$ cat src/rtl/kesd_pkg.sv
package kesd_pkg;

  typedef enum logic [2:0] {
    ST_IDLE,
    ST_PC,
    ST_ESC,
    ST_CSI,
    ST_DIGIT,
    ST_SWALLOW
  } seq_state_t;

  localparam logic       REQ_BYTE = 1'b0;
  localparam logic       REQ_TICK = 1'b1;

  localparam logic [2:0] KIND_CHAR  = 3'd0;
  localparam logic [2:0] KIND_NAMED = 3'd1;
  localparam logic [2:0] KIND_FKEY  = 3'd2;
  localparam logic [2:0] KIND_BEEP  = 3'd3;
  localparam logic [2:0] KIND_INTR  = 3'd4;

  localparam logic [3:0] NK_UP     = 4'd0;
  localparam logic [3:0] NK_DOWN   = 4'd1;
  localparam logic [3:0] NK_LEFT   = 4'd2;
  localparam logic [3:0] NK_RIGHT  = 4'd3;
  localparam logic [3:0] NK_HOME   = 4'd4;
  localparam logic [3:0] NK_END    = 4'd5;
  localparam logic [3:0] NK_PGUP   = 4'd6;
  localparam logic [3:0] NK_PGDOWN = 4'd7;
  localparam logic [3:0] NK_BKTAB  = 4'd8;

  // pending key kind while a trailing byte is swallowed
  localparam logic [1:0] PK_NONE  = 2'd0;
  localparam logic [1:0] PK_NAMED = 2'd1;
  localparam logic [1:0] PK_FKEY  = 2'd2;

  localparam logic [7:0]  CH_NUL   = 8'h00;
  localparam logic [7:0]  CH_LF    = 8'h0a;
  localparam logic [7:0]  CH_ESC   = 8'h1b;
  localparam logic [15:0] TIMEOUT_RESET = 16'd2;
  localparam logic [15:0] GAP_MAX  = 16'hffff;

  typedef struct packed {
    logic [2:0] kind;
    logic [7:0] char_value;
    logic [3:0] named_key;
    logic [3:0] fkey_number;
  } key_res_t;

  // one queued input item: up to two results, the second always a plain char
  typedef struct packed {
    logic       two;
    key_res_t   first;
    logic [7:0] second_char;
  } out_rec_t;

  function automatic key_res_t mk_char(input logic [7:0] c);
    key_res_t r;
    r = '0;
    r.kind = KIND_CHAR;
    r.char_value = c;
    return r;
  endfunction

  function automatic key_res_t mk_named(input logic [3:0] nk);
    key_res_t r;
    r = '0;
    r.kind = KIND_NAMED;
    r.named_key = nk;
    return r;
  endfunction

  function automatic key_res_t mk_fkey(input logic [3:0] n);
    key_res_t r;
    r = '0;
    r.kind = KIND_FKEY;
    r.fkey_number = n;
    return r;
  endfunction

  function automatic key_res_t mk_kind(input logic [2:0] k);
    key_res_t r;
    r = '0;
    r.kind = k;
    return r;
  endfunction

endpackage

$ cat src/rtl/key_escape_sequence_decoder.sv
// Keyboard escape decoder. Each input word is either a raw key byte (tuser 0) or
// a timer tick (tuser 1); results come out as words with the kind in tuser and
// tlast on the final result of an input word. An input word can be accepted
// every clock while input ready is high; it is registered, decoded against the
// sequence state in the next cycle and written into a four-entry result queue,
// whose head is offered on the output. A byte that follows a lone ESC gives two
// results, the ESC and then the byte, from one queue entry. Input ready drops
// only when the result queue plus the word in decode would fill it. Timeout
// takes effect on the tick that brings the gap count up to timeout_ticks (zero
// acts as one).
module key_escape_sequence_decoder (
  input  logic        clk,
  input  logic        rst,
  input  logic        cfg_we,
  input  logic [15:0] cfg_data,   // timeout_ticks
  input  logic        s_tvalid,
  output logic        s_tready,
  input  logic [7:0]  s_tdata,    // key_byte
  input  logic        s_tuser,    // req_type
  output logic        m_tvalid,
  input  logic        m_tready,
  output logic [15:0] m_tdata,    // char_value[7:0], named_key[11:8], fkey_number[15:12]
  output logic [2:0]  m_tuser,    // result_kind
  output logic        m_tlast     // last_of_run
);
  import kesd_pkg::*;

  typedef struct packed {
    logic       hold;     // swallow one more byte, then give pending key
    logic [3:0] code;
    key_res_t   res;
  } final_t;

  function automatic final_t body_final(input logic [8:0] v);
    final_t f;
    f = '0;
    unique case (v)
      9'h000: f.res = mk_named(NK_END);
      9'h041: f.res = mk_named(NK_UP);
      9'h042: f.res = mk_named(NK_DOWN);
      9'h043: f.res = mk_named(NK_RIGHT);
      9'h044: f.res = mk_named(NK_LEFT);
      9'h036: begin f.hold = 1'b1; f.code = NK_PGDOWN; end
      9'h033: begin f.hold = 1'b1; f.code = NK_PGUP; end
      9'h032: begin f.hold = 1'b1; f.code = NK_HOME; end
      9'h035: begin f.hold = 1'b1; f.code = NK_END; end
      default: f.res = mk_kind(KIND_BEEP);
    endcase
    return f;
  endfunction

  logic [15:0] timeout_ticks;
  seq_state_t  state, state_next;
  logic [15:0] gap_count, gap_count_next;
  logic        lead_two, lead_two_next;
  logic [1:0]  pend_kind, pend_kind_next;
  logic [3:0]  pend_code, pend_code_next;

  logic        in_valid;
  logic        in_type;
  logic [7:0]  in_byte;

  out_rec_t    q [4];
  logic [1:0]  wr_ptr, rd_ptr;
  logic [2:0]  count;
  logic        sub;

  logic        push, pop;
  out_rec_t    rec;
  final_t      fin;
  logic [8:0]  dv;
  logic [15:0] limit, gap_inc;
  key_res_t    pend_res;
  out_rec_t    head;

  assign s_tready = ({1'b0, count} + {3'b000, in_valid}) <= 4'd3;

  assign limit   = (timeout_ticks == '0) ? 16'd1 : timeout_ticks;
  assign gap_inc = (gap_count < GAP_MAX) ? gap_count + 16'd1 : gap_count;
  assign pend_res = (pend_kind == PK_FKEY) ? mk_fkey(pend_code) : mk_named(pend_code);

  always_comb begin
    state_next     = state;
    gap_count_next = gap_count;
    lead_two_next  = lead_two;
    pend_kind_next = pend_kind;
    pend_code_next = pend_code;
    push = 1'b0;
    rec  = '0;
    fin  = '0;
    dv   = '0;
    if (in_valid) begin
      if (in_type == REQ_TICK) begin
        if (state == ST_IDLE) begin
          state_next = ST_IDLE;
        end else if (gap_inc < limit) begin
          gap_count_next = gap_inc;
        end else begin
          gap_count_next = '0;
          state_next = ST_IDLE;
          lead_two_next = 1'b0;
          push = 1'b1;
          unique case (state)
            ST_PC:  rec.first = mk_char(CH_NUL);
            ST_ESC: rec.first = mk_char(CH_ESC);
            ST_SWALLOW: begin
              rec.first = pend_res;
              pend_kind_next = PK_NONE;
              pend_code_next = '0;
            end
            default: rec.first = mk_kind(KIND_BEEP);
          endcase
        end
      end else begin
        gap_count_next = '0;
        state_next = ST_IDLE;
        unique case (state)
          ST_PC: begin
            push = 1'b1;
            unique case (in_byte)
              8'h47: rec.first = mk_named(NK_HOME);
              8'h48: rec.first = mk_named(NK_UP);
              8'h49: rec.first = mk_named(NK_PGUP);
              8'h4f: rec.first = mk_named(NK_END);
              8'h50: rec.first = mk_named(NK_DOWN);
              8'h51: rec.first = mk_named(NK_PGDOWN);
              8'h4b, 8'h53: rec.first = mk_named(NK_LEFT);
              8'h4d: rec.first = mk_named(NK_RIGHT);
              8'h0f: rec.first = mk_named(NK_BKTAB);
              default: begin
                if (in_byte >= 8'h3b && in_byte <= 8'h43)
                  rec.first = mk_fkey(4'(in_byte - 8'h3a));
                else
                  rec.first = mk_kind(KIND_BEEP);
              end
            endcase
          end
          ST_ESC: begin
            if (in_byte == 8'h5b || in_byte == 8'h4f) begin
              state_next = ST_CSI;
            end else begin
              push = 1'b1;
              rec.two = 1'b1;
              rec.first = mk_char(CH_ESC);
              rec.second_char = in_byte;
            end
          end
          ST_CSI: begin
            if (in_byte >= 8'h50 && in_byte <= 8'h58) begin
              push = 1'b1;
              rec.first = mk_fkey(4'(in_byte - 8'h4f));
            end else if (in_byte == 8'h31 || in_byte == 8'h32) begin
              lead_two_next = (in_byte == 8'h32);
              state_next = ST_DIGIT;
            end else begin
              fin = body_final({1'b0, in_byte});
            end
          end
          ST_DIGIT: begin
            lead_two_next = 1'b0;
            if (lead_two)
              dv = {1'b0, in_byte} + 9'd9;
            else if (in_byte >= 8'h37)
              dv = {1'b0, in_byte} - 9'd1;
            else
              dv = {1'b0, in_byte};
            if (dv >= 9'h031 && dv <= 9'h039) begin
              fin.hold = 1'b1;
              fin.code = 4'(dv - 9'h030);
            end else begin
              fin = body_final(dv);
            end
            // digit form holds an fkey, body_final holds a named key
            if (fin.hold) begin
              state_next = ST_SWALLOW;
              pend_kind_next = (dv >= 9'h031 && dv <= 9'h039) ? PK_FKEY : PK_NAMED;
              pend_code_next = fin.code;
            end
          end
          ST_SWALLOW: begin
            push = 1'b1;
            rec.first = pend_res;
            pend_kind_next = PK_NONE;
            pend_code_next = '0;
          end
          default: begin
            push = 1'b1;
            unique case (in_byte)
              8'h03: rec.first = mk_kind(KIND_INTR);
              8'h0d: rec.first = mk_char(CH_LF);
              8'h0e: rec.first = mk_named(NK_DOWN);
              8'h08, 8'h7f: rec.first = mk_named(NK_LEFT);
              8'h0b, 8'h10: rec.first = mk_named(NK_UP);
              8'h0c: rec.first = mk_named(NK_RIGHT);
              8'h16: rec.first = mk_named(NK_PGDOWN);
              8'h00, 8'he0: begin push = 1'b0; state_next = ST_PC; end
              8'h1b: begin push = 1'b0; state_next = ST_ESC; end
              default: rec.first = mk_char(in_byte);
            endcase
          end
        endcase
        // CSI body final byte (digit form handled above)
        if (state == ST_CSI && !(in_byte >= 8'h50 && in_byte <= 8'h58) &&
            !(in_byte == 8'h31 || in_byte == 8'h32)) begin
          if (fin.hold) begin
            state_next = ST_SWALLOW;
            pend_kind_next = PK_NAMED;
            pend_code_next = fin.code;
          end else begin
            push = 1'b1;
            rec.first = fin.res;
          end
        end
        if (state == ST_DIGIT && !fin.hold) begin
          push = 1'b1;
          rec.first = fin.res;
        end
      end
    end
  end

  always_ff @(posedge clk) begin
    if (rst) begin
      timeout_ticks <= TIMEOUT_RESET;
      state <= ST_IDLE;
      gap_count <= '0;
      lead_two <= 1'b0;
      pend_kind <= PK_NONE;
      pend_code <= '0;
      in_valid <= 1'b0;
    end else begin
      if (cfg_we)
        timeout_ticks <= cfg_data;
      state <= state_next;
      gap_count <= gap_count_next;
      lead_two <= lead_two_next;
      pend_kind <= pend_kind_next;
      pend_code <= pend_code_next;
      in_valid <= s_tvalid && s_tready;
    end
  end

  always_ff @(posedge clk) begin
    if (s_tvalid && s_tready) begin
      in_type <= s_tuser;
      in_byte <= s_tdata;
    end
  end

  // result queue
  assign head = q[rd_ptr];
  assign m_tvalid = (count != '0);
  assign pop = m_tvalid && m_tready && (!head.two || sub);

  always_ff @(posedge clk) begin
    if (push)
      q[wr_ptr] <= rec;
  end

  always_ff @(posedge clk) begin
    if (rst) begin
      wr_ptr <= '0;
      rd_ptr <= '0;
      count <= '0;
      sub <= 1'b0;
    end else begin
      if (push)
        wr_ptr <= wr_ptr + 2'd1;
      if (pop) begin
        rd_ptr <= rd_ptr + 2'd1;
        sub <= 1'b0;
      end else if (m_tvalid && m_tready) begin
        sub <= 1'b1;
      end
      unique case ({push, pop})
        2'b10:   count <= count + 3'd1;
        2'b01:   count <= count - 3'd1;
        default: count <= count;
      endcase
    end
  end

  always_comb begin
    if (sub) begin
      m_tuser = KIND_CHAR;
      m_tdata = {8'h00, head.second_char};
      m_tlast = 1'b1;
    end else begin
      m_tuser = head.first.kind;
      m_tdata = {head.first.fkey_number, head.first.named_key, head.first.char_value};
      m_tlast = !head.two;
    end
  end

endmodule

$ cat config.mk
export PLATFORM = sky130hd
export DESIGN_NAME = key_escape_sequence_decoder
export DESIGN_NICKNAME = d
export VERILOG_FILES = /design/src/rtl/kesd_pkg.sv /design/src/rtl/key_escape_sequence_decoder.sv
export SDC_FILE = /design/constraint.sdc
export NUM_CORES = 1
export LEC_CHECK = 0
export BUFFER_PORTS_ARGS = -buffer_cell sky130_fd_sc_hd__buf_2
export CAP_MARGIN = 20
export CORE_AREA = 2 2 148 150
export CTS_CLUSTER_DIAMETER = 50
export CTS_CLUSTER_SIZE = 14
export DETAILED_ROUTE_END_ITERATION = 7
export DIE_AREA = 0 0 150 152
export GPL_TIMING_DRIVEN = 0
export SYNTH_ARGS = -nofsm -noshare
export SYNTH_HDL_FRONTEND = slang
export SYNTH_SLANG_ARGS = --single-unit
$ cat constraint.sdc
create_clock -name clk -period 6.5 [get_ports clk]
set_input_delay 0.65 -clock clk [delete_from_list [all_inputs] [get_ports clk]]
set_output_delay 0.65 -clock clk [all_outputs]
set_load 0.01 [all_outputs]
==> summary.txt <==
status - complete, no violations
Routed Antenna Nets - 0
area added between synthesis and finish - 13.0%
WP data required - 6.87 ns
critical path type - reg -> reg
n_diodes - 0
worst skew pair latency - 0.44 ns
clock root cell - clkbuf_16
most frequent cells in the layout - 121 x edfxtp_1, 96 x nand2_1, 65 x nor2_1
I/O pin total - 52
antenna violations before repair - 0
post_cts resized - 0
Post-synth EDFFs - 121
fillers - 1993
relative slew slack - 41.3%
DIE AREA - 0.0228 sq mm
worst-path fanout max - 7
commonest non-fill, non-tap cell in the layout - edfxtp_1
crit path time final - 5.55 ns
largest net degree at the start of global routing - 29
DR vias/cell - 5.73
DRT Pass-1 Iters - 7
MaxCap Viol Count - 0
leakage power - 3.77 nW
Non-Filler Instances - 1243
1st-iter DRT viols - 655
layout cells sized above 1 - 14.8%
Peak VDD IR - 0.000184 V
most used flip-flop cell after synthesis - edfxtp_1
DP Wirelength - 16800 um
Async S/R FF share, synth - 0%
multi-input combinational cell area - 0.00437 sq mm
CTS max path bufs - 2
DR DRC count - 0
Critical Path AT - 5.92 ns
layout net count - 1010
postcts setup bufs - 0
# hold bufs at CTS - 0
Initial Util - 44.1%
Inserted Clock Buffers - 17
final setup vio count - 0
Hold WC Path Type - in -> reg
Slew @ Worst Pin - 0.880 ns
gr usage total - 21.2%
Placed Area - 0.0100 sq mm
Remaining Overflow, GRT - 0
fmax - 180 MHz
Netlist Area Pre-Place - 0.00941 sq mm
Clock transition at path regs - 0.07 ns
cell count after placement - 1211
Worst setup EP type - flop
Synth Register Bits - 174
Netlist cell types - 81
Setup Skew - 0.0105 ns
Storage cell area - 0.00469 sq mm
CP Launch Type - flop
pwr dens - 229 mW/mm^2
syn_area_per_cell - 10.7 sq um
global-route wire length before repair - 37300 um
final hold viol count - 0
Synth Warn # - 0
RSZ-0062 raised after global routing - false
H-tree levels - 4
max-slew violation count - 0
port bufs - 50
setup TNS after final layout - 0 ns
post-DR wirelength/cell - 18.7 um
post-route cell area - 0.0106 sq mm
CTS tree - done
Final period util - 85.4%
Mapped Nets - 941
core area - 0.0214 sq mm
Die Ht - 152 um
number of global-route vias before repair - 6967
Die Wd - 150 um
Via Count - 7119
Rows - 54
Final Wtd Congestion - 0.954
Post-Synthesis Cells - 881
post-synthesis sequential area ratio - 49.9%
Sink Count - 174
Post-Route WL - 23200 um
==> cell usage after synthesis (6+ instances only) <==
| master | instances | area, sq um |
|---|---|---|
| nor3_1 | 24 | 120 |
| a21oi_1 | 44 | 220 |
| nand2_1 | 96 | 360 |
| nand2b_1 | 12 | 75.1 |
| xnor2_1 | 12 | 105 |
| and3_1 | 16 | 100 |
| nor2_1 | 65 | 244 |
| and2_1 | 27 | 169 |
| mux4_2 | 28 | 631 |
| a21o_1 | 6 | 45.0 |
| xor2_1 | 9 | 78.8 |
| nand4_1 | 17 | 106 |
| inv_1 | 35 | 131 |
| edfxtp_1 | 121 | 3630 |
| nor4_1 | 9 | 56.3 |
| buf_2 | 7 | 35.0 |
| o21a_1 | 6 | 45.0 |
| nand3_1 | 31 | 155 |
| dfxtp_1 | 53 | 1060 |
| mux2i_1 | 20 | 200 |
| o21ai_1 | 7 | 35.0 |
| clkbuf_1 | 34 | 128 |
| o21ai_0 | 43 | 215 |
| or3_1 | 8 | 50.1 |
| nor2b_1 | 9 | 56.3 |
| a31oi_1 | 10 | 62.6 |
| ha_1 | 29 | 363 |
==> cells by family (layout without fill, tap and decap cells) <==
logic type / after synthesis / in the layout / synth area share (%)
AND/OR/NAND/NOR: 336 / 336 / 17.8
AO/OA/AOI/OAI: 183 / 183 / 13.2
flip-flops: 174 / 174 / 49.9
buffers and inverters: 85 / 167 / 3.70
multiplexers: 51 / 51 / 9.21
adder cells (fa/ha/maj): 30 / 30 / 4.07
XOR/XNOR: 22 / 22 / 2.13
==> sequential cells by signal, indices dropped and copies added (netlist names), named ones only <==
| register | count |
|---|---|
| rd_ptr | 2 |
| q | 112 |
| in_byte | 8 |
| sub | 1 |
| timeout_ticks | 16 |
| pend_kind | 2 |
| gap_count | 16 |
| lead_two | 1 |
| in_type | 1 |
| pend_code | 4 |
| in_valid | 1 |
| state | 3 |
| count | 3 |
| wr_ptr | 2 |
==> layer usage <==
metal	share of wire (%)	up-vias	track usage, %	wire [um]
li1	-	3441	-	-
met1	46	3412	29.5	10700
met2	47	226	33.2	10800
met3	5.3	40	3.90	1220
met4	2.0	0	7.46	465
met5	0	-	0	0
==> layout make-up <==
type | instances | share of cell area (%)
clock buffer | 17 | 4.00
multi-input combinational | 622 | 41.1
tap | 280 | 3.29
sequential | 174 | 44.2
clock inverter | 15 | 1.80
buffer | 50 | 2.04
timing repair buffer | 50 | 2.35
inverter | 35 | 1.24
==> worst paths after layout <==
check	startpoint	end	slack, ns	cells after the start
min reg2reg	pend_kind[0]$_SDFFE_PP0P_	pend_kind[0]$_SDFFE_PP0P_	0.49	1
min	s_tdata[7]	in_byte[7]$_DFFE_PP_	0.38	1
max reg2reg	gap_count[5]$_SDFFE_PP0P_	count[2]$_SDFFE_PP0P_	0.95	23
max	gap_count[5]$_SDFFE_PP0P_	count[2]$_SDFFE_PP0P_	0.95	23
==> power by group <==
group,internal [mW],switching (mW),leakage (nW)
clock,0.555,0.485,0.297
combinational,0.0724,0.121,1.84
sequential,1.19,0.0104,1.62
total,1.82,0.616,3.77
==> stage by stage <==
stage | hold WS, ns | util, % | setup WS [ns] | power (mW)
5_1_grt | 0.369 | 49.8 | 0.417 | 2.53
6_report | 0.384 | 49.8 | 0.952 | 2.43
3_3_place_gp | 0.469 | 46.9 | 0.870 | 1.42
3_5_place_dp | 0.468 | 46.9 | 1.05 | 1.42
4_1_cts | 0.368 | 49.8 | 0.991 | 2.45
2_1_floorplan | 0.443 | - | 2.00 | 1.36
==> critical path, cell delays in order (launching register included) <==
cell,delay (ns)
dfxtp_1,0.44
and4_1,0.35
nand4_1,0.18
nor3_1,0.29
nand3_1,0.28
and3_1,0.26
clkbuf_1,0.20
nand4_1,0.17
xnor2_1,0.19
ha_1,0.28
nand3_1,0.11
o22ai_1,0.09
o21ai_0,0.17
a21oi_1,0.10
nor3_1,0.66
and2_1,0.30
a211oi_4,0.09
inv_1,0.10
ha_1,0.18
inv_1,0.06
fa_1,0.38
xor2_1,0.16
or3_1,0.30
a21oi_1,0.14
(Power assumes the default switching activity.)
